`src/hdl/sqc_pkg.sv`:
```
package sqc_pkg;

  localparam int STEPS_DEFAULT     = 16;
  localparam int FRAC_BITS_DEFAULT = 16;

  localparam int LEN_W  = 34;
  localparam int REF_W  = 18;
  localparam int STEP_W = 8;
  localparam int CNT_W  = 19;
  localparam int CFG_W  = 34;

  localparam logic [REF_W-1:0] CD_MAX = '1;

  typedef enum logic [1:0] {
    CMD_TICK     = 2'd0,
    CMD_SET_STEP = 2'd1,
    CMD_START    = 2'd2,
    CMD_STOP     = 2'd3
  } cmd_t;

  typedef enum logic [1:0] {
    EV_NONE     = 2'd0,
    EV_NOTE_OFF = 2'd1,
    EV_NEW_STEP = 2'd2,
    EV_UNUSED   = 2'd3
  } event_t;

  typedef enum logic {
    REG_STEP_LENGTH = 1'b0,
    REG_NOTE_REF    = 1'b1
  } cfg_reg_t;

  typedef struct packed {
    cmd_t              command;
    logic [STEP_W-1:0] step_index;
    logic [REF_W-1:0]  samples_left;
  } item_t;

  typedef struct packed {
    logic  valid;
    item_t item;
  } stage_t;

endpackage

```
`src/hdl/sqc_in_stage.sv`:
```
module sqc_in_stage (
  input  logic            clk,
  input  logic            rst,
  input  logic            in_valid,
  output logic            in_ready,
  input  sqc_pkg::item_t  in_item,
  input  logic            take,
  output sqc_pkg::stage_t stage
);

  logic           valid;
  sqc_pkg::item_t item;

  // The slot refills in the same cycle the core consumes it.
  assign in_ready = !valid || take;

  always_ff @(posedge clk) begin
    if (rst) begin
      valid <= 1'b0;
    end else if (in_ready) begin
      valid <= in_valid;
    end
  end

  always_ff @(posedge clk) begin
    if (in_ready && in_valid) begin
      item <= in_item;
    end
  end

  assign stage.valid = valid;
  assign stage.item  = item;

endmodule

```
`src/hdl/sqc_core.sv`:
```
module sqc_core #(
  parameter int STEPS     = sqc_pkg::STEPS_DEFAULT,
  parameter int FRAC_BITS = sqc_pkg::FRAC_BITS_DEFAULT
) (
  input  logic                         clk,
  input  logic                         rst,
  input  sqc_pkg::stage_t              stage,
  output logic                         take,
  input  logic [sqc_pkg::LEN_W-1:0]    step_length_q16,
  input  logic [sqc_pkg::REF_W-1:0]    note_length_ref,
  output logic                         res_valid,
  input  logic                         res_ready,
  output sqc_pkg::event_t              event_res,
  output logic [sqc_pkg::STEP_W-1:0]   current_step
);

  localparam int LW  = sqc_pkg::LEN_W;
  localparam int SW  = sqc_pkg::STEP_W;
  localparam int CW  = sqc_pkg::CNT_W;
  localparam int RFW = sqc_pkg::REF_W;
  localparam int F   = FRAC_BITS;
  localparam int DW  = F + 2;
  localparam int RW  = LW + 1 - F;
  localparam int XW  = (RW + 2 > CW + 1) ? RW + 2 : CW + 1;

  localparam logic [LW:0]         HALF_L = (LW + 1)'(1) << (F - 1);
  localparam logic signed [DW-1:0] HALF  = DW'(1) << (F - 1);
  localparam logic signed [DW-1:0] ONE   = DW'(1) << F;
  localparam logic [SW:0]          LAST  = (SW + 1)'(STEPS - 1);

  logic signed [CW-1:0] countdown;
  logic signed [DW-1:0] drift_q16;
  logic [SW-1:0]        playing_step;
  logic [SW-1:0]        upcoming_step;
  logic                 running;

  logic signed [CW-1:0] countdown_next;
  logic signed [DW-1:0] drift_next;
  logic [SW-1:0]        playing_next;
  logic [SW-1:0]        upcoming_next;
  logic                 running_next;
  sqc_pkg::event_t      event_next;

  logic [SW-1:0]        wrap_tab [256];

  logic [LW:0]          rounded;
  logic [RW-1:0]        r_len;
  logic [F-1:0]         rem;
  logic signed [DW-1:0] delta;
  logic signed [DW-1:0] drift_sum;
  logic                 drift_low;
  logic                 drift_high;
  logic signed [XW-1:0] cd_wide;
  logic signed [CW-1:0] cd_dec;
  logic [RFW+3:0]       cd_times10;
  logic [SW-1:0]        step_after;

  for (genvar i = 0; i < 256; i++) begin : g_wrap
    localparam int WRAPPED = i % STEPS;
    assign wrap_tab[i] = SW'(WRAPPED);
  end

  assign take = stage.valid && (!res_valid || res_ready);

  always_comb begin
    rounded    = {1'b0, step_length_q16} + HALF_L;
    r_len      = rounded[LW:F];
    rem        = rounded[F-1:0];
    // Rounding error of this reload, in (-half, half].
    delta      = HALF - $signed({2'b00, rem});
    drift_sum  = drift_q16 + delta;
    drift_low  = drift_sum < -HALF;
    drift_high = drift_sum >= HALF;
    cd_dec     = countdown - CW'(1);
    cd_times10 = (RFW + 4)'(cd_dec[RFW-1:0]) * (RFW + 4)'(10);
    // The queued step starts playing, so the queue moves on from it.
    step_after = ({1'b0, upcoming_step} == LAST) ? '0
               : SW'({1'b0, upcoming_step} + (SW + 1)'(1));

    cd_wide = $signed({{(XW - RW){1'b0}}, r_len});
    if (drift_low) begin
      cd_wide = cd_wide + XW'(1);
    end else if (drift_high) begin
      cd_wide = cd_wide - XW'(1);
    end
  end

  always_comb begin
    countdown_next = countdown;
    drift_next     = drift_q16;
    playing_next   = playing_step;
    upcoming_next  = upcoming_step;
    running_next   = running;
    event_next     = sqc_pkg::EV_NONE;
    unique case (stage.item.command)
      sqc_pkg::CMD_TICK: begin
        if (running) begin
          if (countdown > 0) begin
            countdown_next = cd_dec;
            if (note_length_ref != '0 &&
                cd_times10 < (RFW + 4)'(note_length_ref)) begin
              event_next = sqc_pkg::EV_NOTE_OFF;
            end
          end else begin
            if (drift_low) begin
              drift_next = drift_sum + ONE;
            end else if (drift_high) begin
              drift_next = drift_sum - ONE;
            end else begin
              drift_next = drift_sum;
            end
            if (cd_wide > $signed(XW'(sqc_pkg::CD_MAX))) begin
              countdown_next = CW'(sqc_pkg::CD_MAX);
            end else begin
              countdown_next = CW'(cd_wide);
            end
            playing_next  = upcoming_step;
            upcoming_next = step_after;
            event_next    = sqc_pkg::EV_NEW_STEP;
          end
        end
      end
      sqc_pkg::CMD_SET_STEP: begin
        upcoming_next  = wrap_tab[stage.item.step_index];
        countdown_next = CW'(stage.item.samples_left);
      end
      sqc_pkg::CMD_START: begin
        running_next = 1'b1;
      end
      sqc_pkg::CMD_STOP: begin
        running_next = 1'b0;
      end
      default: begin
        running_next = running;
      end
    endcase
  end

  always_ff @(posedge clk) begin
    if (rst) begin
      countdown     <= '1;
      drift_q16     <= '0;
      playing_step  <= '0;
      upcoming_step <= '0;
      running       <= 1'b1;
      res_valid     <= 1'b0;
    end else begin
      if (take) begin
        countdown     <= countdown_next;
        drift_q16     <= drift_next;
        playing_step  <= playing_next;
        upcoming_step <= upcoming_next;
        running       <= running_next;
        res_valid     <= 1'b1;
      end else if (res_ready) begin
        res_valid <= 1'b0;
      end
    end
  end

  always_ff @(posedge clk) begin
    if (take) begin
      event_res    <= event_next;
      current_step <= playing_next;
    end
  end

endmodule

```
`src/hdl/step_sequencer_clock.sv`:
```
// Step clock for a sequencer, driven by one transaction per audio sample.
// Slave channel: s_tuser carries the command (tick, set step, start, stop),
// s_tdata carries the step index and the countdown for a set step.
// Master channel: one result transaction for every input transaction, with
// the event (none, note off, new step) in m_tuser and the playing step in
// m_tdata. A new step reloads the countdown from step_length_q16, rounded
// half up and corrected by a drift accumulator.
// Configuration: cfg_we writes cfg_wdata into register cfg_index
// (0 = step length in fixed point, 1 = note-off reference length); write
// only while no transaction is in flight.
// An accepted input passes through the input register and then the update
// logic that feeds the result register. Throughput is one transaction per
// cycle while m_tready stays high; the state is updated as each
// transaction is taken.
// A synchronous reset empties both registers and returns the clock to step
// zero, running, with the countdown at minus one. When the receiver stalls,
// the result holds and s_tready drops once the input register is full.
module step_sequencer_clock #(
  parameter int STEPS     = sqc_pkg::STEPS_DEFAULT,
  parameter int FRAC_BITS = sqc_pkg::FRAC_BITS_DEFAULT
) (
  input  logic                      clk,
  input  logic                      rst,
  input  logic                      s_tvalid,
  output logic                      s_tready,
  input  logic [31:0]               s_tdata,   // step_index, samples_left, zeros
  input  logic [1:0]                s_tuser,   // command
  output logic                      m_tvalid,
  input  logic                      m_tready,
  output logic [7:0]                m_tdata,   // current_step
  output logic [1:0]                m_tuser,   // event_res
  input  logic                      cfg_we,
  input  logic                      cfg_index,
  input  logic [sqc_pkg::CFG_W-1:0] cfg_wdata
);

  logic [sqc_pkg::LEN_W-1:0]  step_length_q16;
  logic [sqc_pkg::REF_W-1:0]  note_length_ref;
  sqc_pkg::item_t             in_item;
  sqc_pkg::stage_t            stage;
  sqc_pkg::event_t            event_res;
  logic                       take;

  always_ff @(posedge clk) begin
    if (rst) begin
      step_length_q16 <= sqc_pkg::LEN_W'(1) << FRAC_BITS;
      note_length_ref <= '0;
    end else if (cfg_we) begin
      unique case (sqc_pkg::cfg_reg_t'(cfg_index))
        sqc_pkg::REG_STEP_LENGTH: begin
          step_length_q16 <= cfg_wdata[sqc_pkg::LEN_W-1:0];
        end
        sqc_pkg::REG_NOTE_REF: begin
          note_length_ref <= cfg_wdata[sqc_pkg::REF_W-1:0];
        end
        default: begin
          note_length_ref <= note_length_ref;
        end
      endcase
    end
  end

  assign in_item.command      = sqc_pkg::cmd_t'(s_tuser);
  assign in_item.step_index   = s_tdata[7:0];
  assign in_item.samples_left = s_tdata[25:8];

  sqc_in_stage u_in_stage (
    .clk      (clk),
    .rst      (rst),
    .in_valid (s_tvalid),
    .in_ready (s_tready),
    .in_item  (in_item),
    .take     (take),
    .stage    (stage)
  );

  sqc_core #(
    .STEPS     (STEPS),
    .FRAC_BITS (FRAC_BITS)
  ) u_core (
    .clk             (clk),
    .rst             (rst),
    .stage           (stage),
    .take            (take),
    .step_length_q16 (step_length_q16),
    .note_length_ref (note_length_ref),
    .res_valid       (m_tvalid),
    .res_ready       (m_tready),
    .event_res       (event_res),
    .current_step    (m_tdata)
  );

  assign m_tuser = event_res;

endmodule

```
`config.mk`:
```
export PLATFORM = sky130hd
export DESIGN_NAME = step_sequencer_clock
export DESIGN_NICKNAME = d
export VERILOG_FILES = /design/src/hdl/sqc_pkg.sv /design/src/hdl/sqc_in_stage.sv /design/src/hdl/sqc_core.sv /design/src/hdl/step_sequencer_clock.sv
export SDC_FILE = /design/constraint.sdc
export NUM_CORES = 1
export LEC_CHECK = 0
export ABC_AREA = 1
export BUFFER_PORTS_ARGS = -buffer_cell sky130_fd_sc_hd__buf_2
export CAP_MARGIN = 20
export CORE_ASPECT_RATIO = 0.9
export CORE_MARGIN = 4
export CORE_UTILIZATION = 50
export CTS_CLUSTER_DIAMETER = 150
export DETAILED_ROUTE_END_ITERATION = 16
export PLACE_DENSITY = 0.65
export SYNTH_ARGS = -nofsm -noshare
export SYNTH_HDL_FRONTEND = slang
export SYNTH_HIERARCHICAL = 1
export SYNTH_SLANG_ARGS = --single-unit
```
`constraint.sdc`:
```
create_clock -name clk -period 6.54 [get_ports clk]
set_input_delay 1.308 -clock clk [delete_from_list [all_inputs] [get_ports clk]]
set_output_delay 1.308 -clock clk [all_outputs]
set_load 0.03 [all_outputs]
```
# Word level (Yosys, flattened, before mapping)
# Memories as Yosys holds them, arrays and structs flattened.
# Index checks and enable logic that the tools add are counted.
[word_totals]
reg_bits = 146
romBits = 2048
inputBits = 74
output_inout_bits = 12
wordCells = 83
n_memories = 1
[op_classes]
n_addsub = 9
mul = 1
magnitude_cmp = 6
eq_ne = 6
mux = 22
n_bitwise = 3
reduce_logical = 20
[memory_table]
columns = ["memory", "depth", "word_bits", "rd", "rd_clocked_by_memory_dff", "write_ports", "line", "rtl"]
rows = [
  ["(name not given)", 256, 8, 1, 0, 0, "sqc_core.sv:124", "upcoming_next = wrap_tab[stage.item.step_index];"],
]
[op_table]
columns = ["cell", "count"]
rows = [
  ["two-way mux 8 bit", 8],
  ["two-way mux 19 bit", 3],
  ["two-way mux 21 bit", 2],
  ["one-hot mux 19 bit (2 select lines)", 1],
  ["two-way mux 18 bit", 2],
  ["adder 34 x 16 -> 35 bit (second input constant)", 1],
  ["less-than comparator 22 x 18 -> 1 bit", 1],
  ["> comparator 21 x 19 -> 1 bit (second input constant)", 1],
  ["multiplier 18 x 3 -> 21 bit (second input constant)", 1],
  ["adder 19 x 1 -> 20 bit (second input constant)", 1],
  ["subtractor 19 x 1 -> 20 bit (second input constant)", 1],
  ["> comparator 19 x 1 -> 1 bit (second input constant)", 1],
  ["subtractor 19 x 2 -> 19 bit (second input constant)", 1],
  ["adder 18 bit", 1],
  ["adder 18 bit (second input constant)", 1],
  ["greater-or-equal comparator 18 x 17 -> 1 bit (second input constant)", 1],
  ["less-than comparator 18 x 16 -> 1 bit (second input constant)", 1],
  ["nonzero test 18 bit", 1],
  ["subtractor 18 bit (second input constant)", 1],
  ["subtractor 16 x 16 -> 17 bit (first input constant)", 1],
  ["one-hot mux 8 bit (2 select lines)", 1],
  ["greater-or-equal comparator 9 bit (second input constant)", 1],
  ["NOT 8 -> 9 bit", 1],
  ["adder 8 x 1 -> 8 bit (second input constant)", 1],
  ["17 further kinds", 32],
]

# Logic depth before layout (Yosys ltp)
# Gate-level depths: netlist of the first run.
[depth]
depth_word = 11
mapped_depth = 35
depth_no_buf = 34

# Modules after synthesis
# Netlist of the first run, hierarchy kept.
[modules_own_cells]
columns = ["module", "instances", "cells_each", "area_per_inst_um2"]
rows = [
  ["sqc_core", 1, 1309, 7977.7],
  ["step_sequencer_clock", 1, 299, 2143.3],
  ["sqc_in_stage", 1, 35, 895.9],
]

# Least setup slack after synthesis of the first run
# Ideal clock, no wire load.
[synth_path]
kind = "reg2reg"
start = "register u_core.countdown[0]"
end = "register u_core.event_res[0], data pin"
t_arrival_ps = 3903
t_required_ps = 6333
setup_slack_ps = 2430
stages_incl_launch_ff = 25
n_path_buf = 0
cell_sequence = "dfxtp_1 inv_1 ha_1 nand2_1 nor2_1 nand2_1 nor2_1 xor2_1 ha_1 ha_1 inv_1 nor4_1 nand3_1 nand4_1 nand3_1 nand2_1 xor2_1 ha_1 nor4_1 nand2_1 a311oi_1 nand3_1 nor2_1 nand2_1 a2111oi_0"
[synth_via]
elab_chain_len = 5
elab_cells_between_ends = 7
[synth_lines]
columns = ["element", "line", "rtl"]
rows = [
  ["from (decl)", "sqc_core.sv:31", "logic signed [CW-1:0] countdown;"],
  ["from (signal assigned)", "sqc_core.sv:149", "countdown <= countdown_next;"],
  ["subtractor 19 x 2 -> 19 bit", "sqc_core.sv:74", "cd_dec = countdown - CW'(1);"],
  ["multiplier 18 x 3 -> 21 bit", "sqc_core.sv:75", "cd_times10 = (RFW + 4)'(cd_dec[RFW-1:0]) * (RFW + 4)'(10);"],
  ["less-than comparator 22 x 18 -> 1 bit", "sqc_core.sv:101", "cd_times10 < (RFW + 4)'(note_length_ref)) begin"],
  ["logical AND 1 bit", "sqc_core.sv:100", "if (note_length_ref != '0 &&"],
  ["two-way mux 1 bit", "sqc_core.sv:100", ""],
  ["to (signal assigned)", "sqc_core.sv:163", "event_res <= event_next;"],
  ["to (decl)", "sqc_core.sv:13", "output sqc_pkg::event_t event_res,"],
]
# Several ways; a longest one is shown, not always the timed one.
# A chain may end at the register's enable or synchronous reset.

# Final worst setup path of the first run
# Same ends and word-level chain as after synthesis.

==> reports/qor.csv, run 1 <==
metric;value;unit
Num CTS Buffers;17;
CORE AREA;21100;sq um
GPL Wtd Cong;0.894;
status;complete, no violations;
Hold Path Depth;2;
H-tree levels;4;
Fin. Hold Viols;0;
Setup-failing EPs final;0;
R2R depth;25;
Int Pwr;0.00184;W
vias in the first global route;9452;
grt ovf;0;
worst path required time;6.83;ns
Area Overhead vs Synth;9.46;%
WL/cell;14.1;um
critical path type;reg2reg;
synthesized net count;1791;
Rel. slew slack;38.5;%
Critical Path Most Common Cell;nand2_1;
Port-buffer cells;75;
fin. max-slew vios;0;
via/cell ratio;5.24;
clock sinks;142;
crit path max fanout;6;
Slowest-stage cell, CP;a2111oi_0;
Initial Util;51.7;%
GRT Total Usage;22.9;%
die height;148;um
pin count of the biggest net entering global routing;55;
Pleak;5.65;nW
sequential share of power;32.7;%
initial antenna violation count;0;
unrepaired setup endpoints after global routing;false;
die width;164;um
setup_tns;0;ns
HP Class;reg2reg;
CTS tree;done;
post-layout util;56.6;%
vias;10414;
Comb power frac;37.0;%
VDD IR max;156;uV
Psw;0.00121;W
ant diodes;0;
maximum root-to-sink buffer count;2;
drt initial violations;666;
Switching Share;39.8;%
number of remaining DRC errors;0;
Pre-antenna DRT Iters;7;
Clock Skews;0.0101;ns
latest clock arrival within the worst-skew pair;0.43;ns
Period minus WS final;5.17;ns
clock root buffer;clkbuf_16;
clock-pin slew on the worst setup and hold paths;0.07;ns
CP peak stage delay;0.44;ns
cell count after synthesis;1639;
hold buffer count at CTS;0;
Post-CTS Resized;0;
Synth Cell Area;10900;sq um
global-route wire length before repair;45500;um
antenna-violating nets left;0;
share of cells above drive strength 1;10.3;%
Clk pwr share;30.3;%
Setup Buffers After CTS;0;
Hold WS;0.449;ns
crit end category;flop;
Worst Tran Pin Value;0.923;ns
Nets;1842;
Synth warnings;6;
I/O pin count;86;
Routed WL;28100;um
Max-Cap Viols;0;
DP HPWL;21300;um
critical path arrival;5.47;ns
Power Dens Cells;256;nW/um^2
FP Rows;50;
Die Area;24200;sq um
final worst path period share;79.1;%
syn_area_per_cell;6.65;sq um
fmax;0.193;GHz
CP Launch Type;flop;
==> worst max-delay path: cells and delay by family (launching register included) <==
kind	cells	cell delay, ns
AO/OA/AOI/OAI	2	0.65
XOR/XNOR	2	0.39
adder cells (fa/ha/maj)	4	1.09
buffers and inverters	3	0.56
flip-flops	1	0.33
AND/OR/NAND/NOR	14	2.04
==> worst paths after layout <==
path / slack, ns / endpoint / startpoint
setup / recovery: 1.37 / u_core/event_res[0] / u_core/countdown[0]
hold / removal: 0.45 / u_core/playing_step[7] / u_core/playing_step[7]
setup reg to reg: 1.37 / u_core/event_res[0] / u_core/countdown[0]
hold reg to reg: 0.45 / u_core/playing_step[7] / u_core/playing_step[7]
==> registers in the layout (all words and copies together), names as in the netlist <==
| name | count |
|---|---|
| step_length_q16 | 34 |
| note_length_ref | 18 |
| u_core/countdown | 19 |
| u_in_stage/stage | 24 |
| u_core/running | 1 |
| u_core/res_valid | 1 |
| u_core/upcoming_step | 8 |
| u_core/event_res | 2 |
| u_core/current_step | 8 |
| u_in_stage/valid | 1 |
| u_core/drift_q16 | 18 |
| u_core/playing_step | 8 |
==> power groups by stage <==
stage                     Combinational (W)  Sequential (W)  Clock, W
after detailed placement            0.00112         0.00102         0
after CTS                           0.00113        0.000997  0.000950
after global routing                0.00129         0.00100  0.000981
final                               0.00113        0.000998  0.000926
after floorplan                    0.000889         0.00101         0
after global placement              0.00110         0.00102         0
==> final cells by class <==
class / instances / area [sq um]
clock buffers: 18 / 429
clock inverters: 14 / 123
fillers: 2093 / 9160
inverters: 237 / 890
multi-input cells: 1212 / 6530
flip-flops and latches: 142 / 3180
well taps: 286 / 358
repair buffers: 80 / 413
==> cells in the final DEF, fill, tap and decap left out, types with 3 or more instances in the layout <==
master	instances
a21oi_1	97
a21oi_2	3
a221oi_1	18
a31oi_1	6
buf_2	75
buf_4	5
clkbuf_16	17
clkinv_1	5
clkinv_4	3
clkinvlp_4	4
dfxtp_1	108
edfxtp_1	34
ha_1	76
inv_1	223
inv_2	9
inv_6	5
nand2_1	410
nand2_2	18
nand3_1	134
nand3_2	8
nand3b_1	11
nand4_1	27
nor2_1	197
nor2_2	9
nor2_4	9
nor3_1	18
nor3b_1	3
nor4_1	10
o211ai_1	3
o21ai_0	72
o21bai_1	7
xnor2_1	18
xor2_1	35
xor2_2	3
==> per-stage QoR <==
stage	area [sq um]	setup WS (ns)	power [W]	std cells
finish	11900	1.37	0.00305	1989
global route	11900	0.684	0.00327	1989
CTS	11900	1.45	0.00307	1989
detailed placement	11400	1.50	0.00214	1957
global placement	11400	1.57	0.00212	1957
floorplan	10900	2.43	0.00190	1639
==> routing by layer <==
layer | global-route usage, % | vias up | part of all wire, %
met5 | 0 | - | 0
met1 | 32.5 | 4702 | 48
met2 | 36.6 | 256 | 45
li1 | - | 5428 | -
met4 | 6.04 | 0 | 1.3
met3 | 3.44 | 28 | 5.3
(Power assumes the default switching activity.)
==> run 2: changes to the inputs <==
Clock period 6.54 ns to 5.3 ns, I/O delays scaled along.
==> run 2 against run 1 <==
  * Sequential share of layout area fell by 0.21 points
  * Utilization rose by 0.45 points
  * Clock skew rose by 0.0045 ns
  * Fmax increased by 8.5%
  * Largest power group unchanged
==> reports/qor.csv, run 2 (synthesized netlist as in run 1, its figures left out) <==
metric;value;unit;change
Power Total;0.00388;W;was 0.00305 W
Setup-failing EPs final;0;;unchanged
clock-pin slew on the worst setup and hold paths;0.06;ns;was 0.07 ns
Die Area;24200;sq um;unchanged
initial antenna violation count;0;;unchanged
fin. max-slew vios;0;;unchanged
global-route wire length before repair;47600;um;was 45500 um
Period minus WS final;4.77;ns;was 5.17 ns
Area Overhead vs Synth;10.3;%;was 9.46%
max reg flops;34;;unchanged
Worst Tran Pin Value;0.901;ns;was 0.923 ns
clock sinks;142;;unchanged
die width;164;um;unchanged
DP HPWL;21700;um;was 21300 um
register name with the most flops;step_length_q16;;unchanged
unrepaired setup endpoints after global routing;false;;unchanged
maximum root-to-sink buffer count;2;;unchanged
die height;148;um;unchanged
antenna-violating nets left;0;;unchanged
number of remaining DRC errors;0;;unchanged
status;complete, no violations;;unchanged
FP Rows;50;;unchanged
CTS tree;done;;unchanged
critical path arrival;5.05;ns;was 5.47 ns
Psw;0.00149;W;was 0.00121 W
Rel. slew slack;40.0;%;was 38.5%
H-tree levels;4;;unchanged
final worst path period share;89.9;%;was 79.1%
VDD IR max;212;uV;was 156 uV
critical path type;reg2reg;;unchanged
worst path required time;5.59;ns;was 6.83 ns
Power Dens Cells;322;nW/um^2;was 256 nW/um^2
leading cell types in the layout, fill and taps excluded;nand2_1 (410), inv_1 (222), nor2_1 (196);;was nand2_1 (410), inv_1 (223), nor2_1 (197)
vias;10506;;was 10.4k
fill count;2098;;was 2093
Pleak;5.69;nW;was 5.65 nW
Int Pwr;0.00238;W;was 0.00184 W
crit path max fanout;6;;unchanged
CORE AREA;21100;sq um;unchanged
drt initial violations;685;;was 666
clock root buffer;clkbuf_16;;unchanged
via/cell ratio;5.27;;was 5.24
Setup Buffers After CTS;0;;unchanged
Routed WL;28600;um;was 28100 um
Fin. Hold Viols;0;;unchanged
GRT Total Usage;23.9;%;was 22.9%
Num CTS Buffers;17;;unchanged
setup_tns;0;ns;unchanged
Clock Skews;0.0146;ns;was 0.0101 ns
ant diodes;0;;unchanged
GPL Wtd Cong;0.873;;was 0.894
Clk pwr share;31.6;%;was 30.3%
most common cell after layout, fill and taps aside;nand2_1;;unchanged
share of cells above drive strength 1;10.8;%;was 10.3%
Pre-antenna DRT Iters;6;;was 7
CP Launch Type;flop;;unchanged
Initial Util;51.7;%;unchanged
Nets;1846;;was 1842
Port-buffer cells;75;;unchanged
R2R Setup Slk;0.53;ns;was 1.37 ns
crit end category;flop;;unchanged
fmax;0.210;GHz;was 0.193 GHz
I/O pin count;86;;unchanged
HP Class;reg2reg;;unchanged
Max-Cap Viols;0;;unchanged
pin count of the biggest net entering global routing;55;;unchanged
Switching Share;38.5;%;was 39.8%
WL/cell;14.4;um;was 14.1 um
sequential share of power;31.7;%;was 32.7%
latest clock arrival within the worst-skew pair;0.43;ns;about the same
Comb power frac;36.6;%;was 37.0%
grt ovf;0;;unchanged
vias in the first global route;9756;;was 9452
[run 2: per-stage QoR]
step                instances  util [%]  hold WS (ns)  worst slack, ns  cell area (sq um)
global placement         1961      54.1         0.433            0.223              11400
finish                   1993      57.0         0.451            0.534              12000
CTS                      1993      56.9         0.451            0.159              12000
detailed placement       1961      54.1         0.442            0.232              11400
floorplan                1639         -         0.425             1.19              10900
global route             1993      57.0         0.462         0.000944              12000
[run 2: layout make-up]
| type | instances | area, sq um | area share, % |
|---|---|---|---|
| clock inverter | 14 | 154 | 1.28 |
| sequential | 142 | 3180 | 26.5 |
| tap | 286 | 358 | 2.98 |
| timing repair buffer | 84 | 443 | 3.68 |
| multi-input combinational | 1212 | 6560 | 54.5 |
| clock buffer | 18 | 439 | 3.65 |
| inverter | 237 | 890 | 7.40 |
[run 2: final timing paths]
check                         startpoint                      to  cells past startpoint
setup / recovery     u_core/countdown[0]     u_core/event_res[0]                     25
hold / removal    u_core/playing_step[0]  u_core/playing_step[0]                      2
setup reg to reg     u_core/countdown[0]     u_core/event_res[0]                     25
hold reg to reg   u_core/playing_step[0]  u_core/playing_step[0]                      2
[run 2: repair_timing]
item | 4_1_cts | 5_1_grt
setup endpoints to repair | 0 | 1
hold buffers | 0 | 0
resized for setup | 0 | 6
[run 2: power by group through the flow]
stage	clock network, W	registers, W	logic (W)
2_1_floorplan	0	0.00125	0.00110
3_3_place_gp	0	0.00125	0.00138
3_5_place_dp	0	0.00125	0.00140
4_1_cts	0.00125	0.00123	0.00141
5_1_grt	0.00130	0.00124	0.00164
6_report	0.00123	0.00123	0.00142
[run 2: per-layer routing]
metal / part of all wire, % / vias to the layer above / GRT usage [%]
met5: 0 / - / 0
met4: 1.2 / 0 / 5.45
met3: 5.4 / 27 / 3.49
met2: 45 / 242 / 38.2
met1: 48 / 4810 / 34.3
li1: - / 5427 / -
[run 2: critical path: stages (launching register included)]
cell	delay [ns]
dfxtp_1	0.33
inv_2	0.15
ha_1	0.23
nand2_1	0.12
nor2_1	0.21
nand2_1	0.13
nor2_2	0.17
xor2_2	0.23
ha_1	0.27
ha_1	0.35
inv_1	0.09
nor4_2	0.27
nand3_1	0.14
nand4_1	0.14
nand3_1	0.11
nand2_1	0.09
xor2_1	0.07
ha_1	0.18
nor4_1	0.29
nand2_1	0.08
a311oi_1	0.23
nand3_1	0.11
nor2_1	0.10
nand2_1	0.07
a2111oi_2	0.31
buf_4	0.19
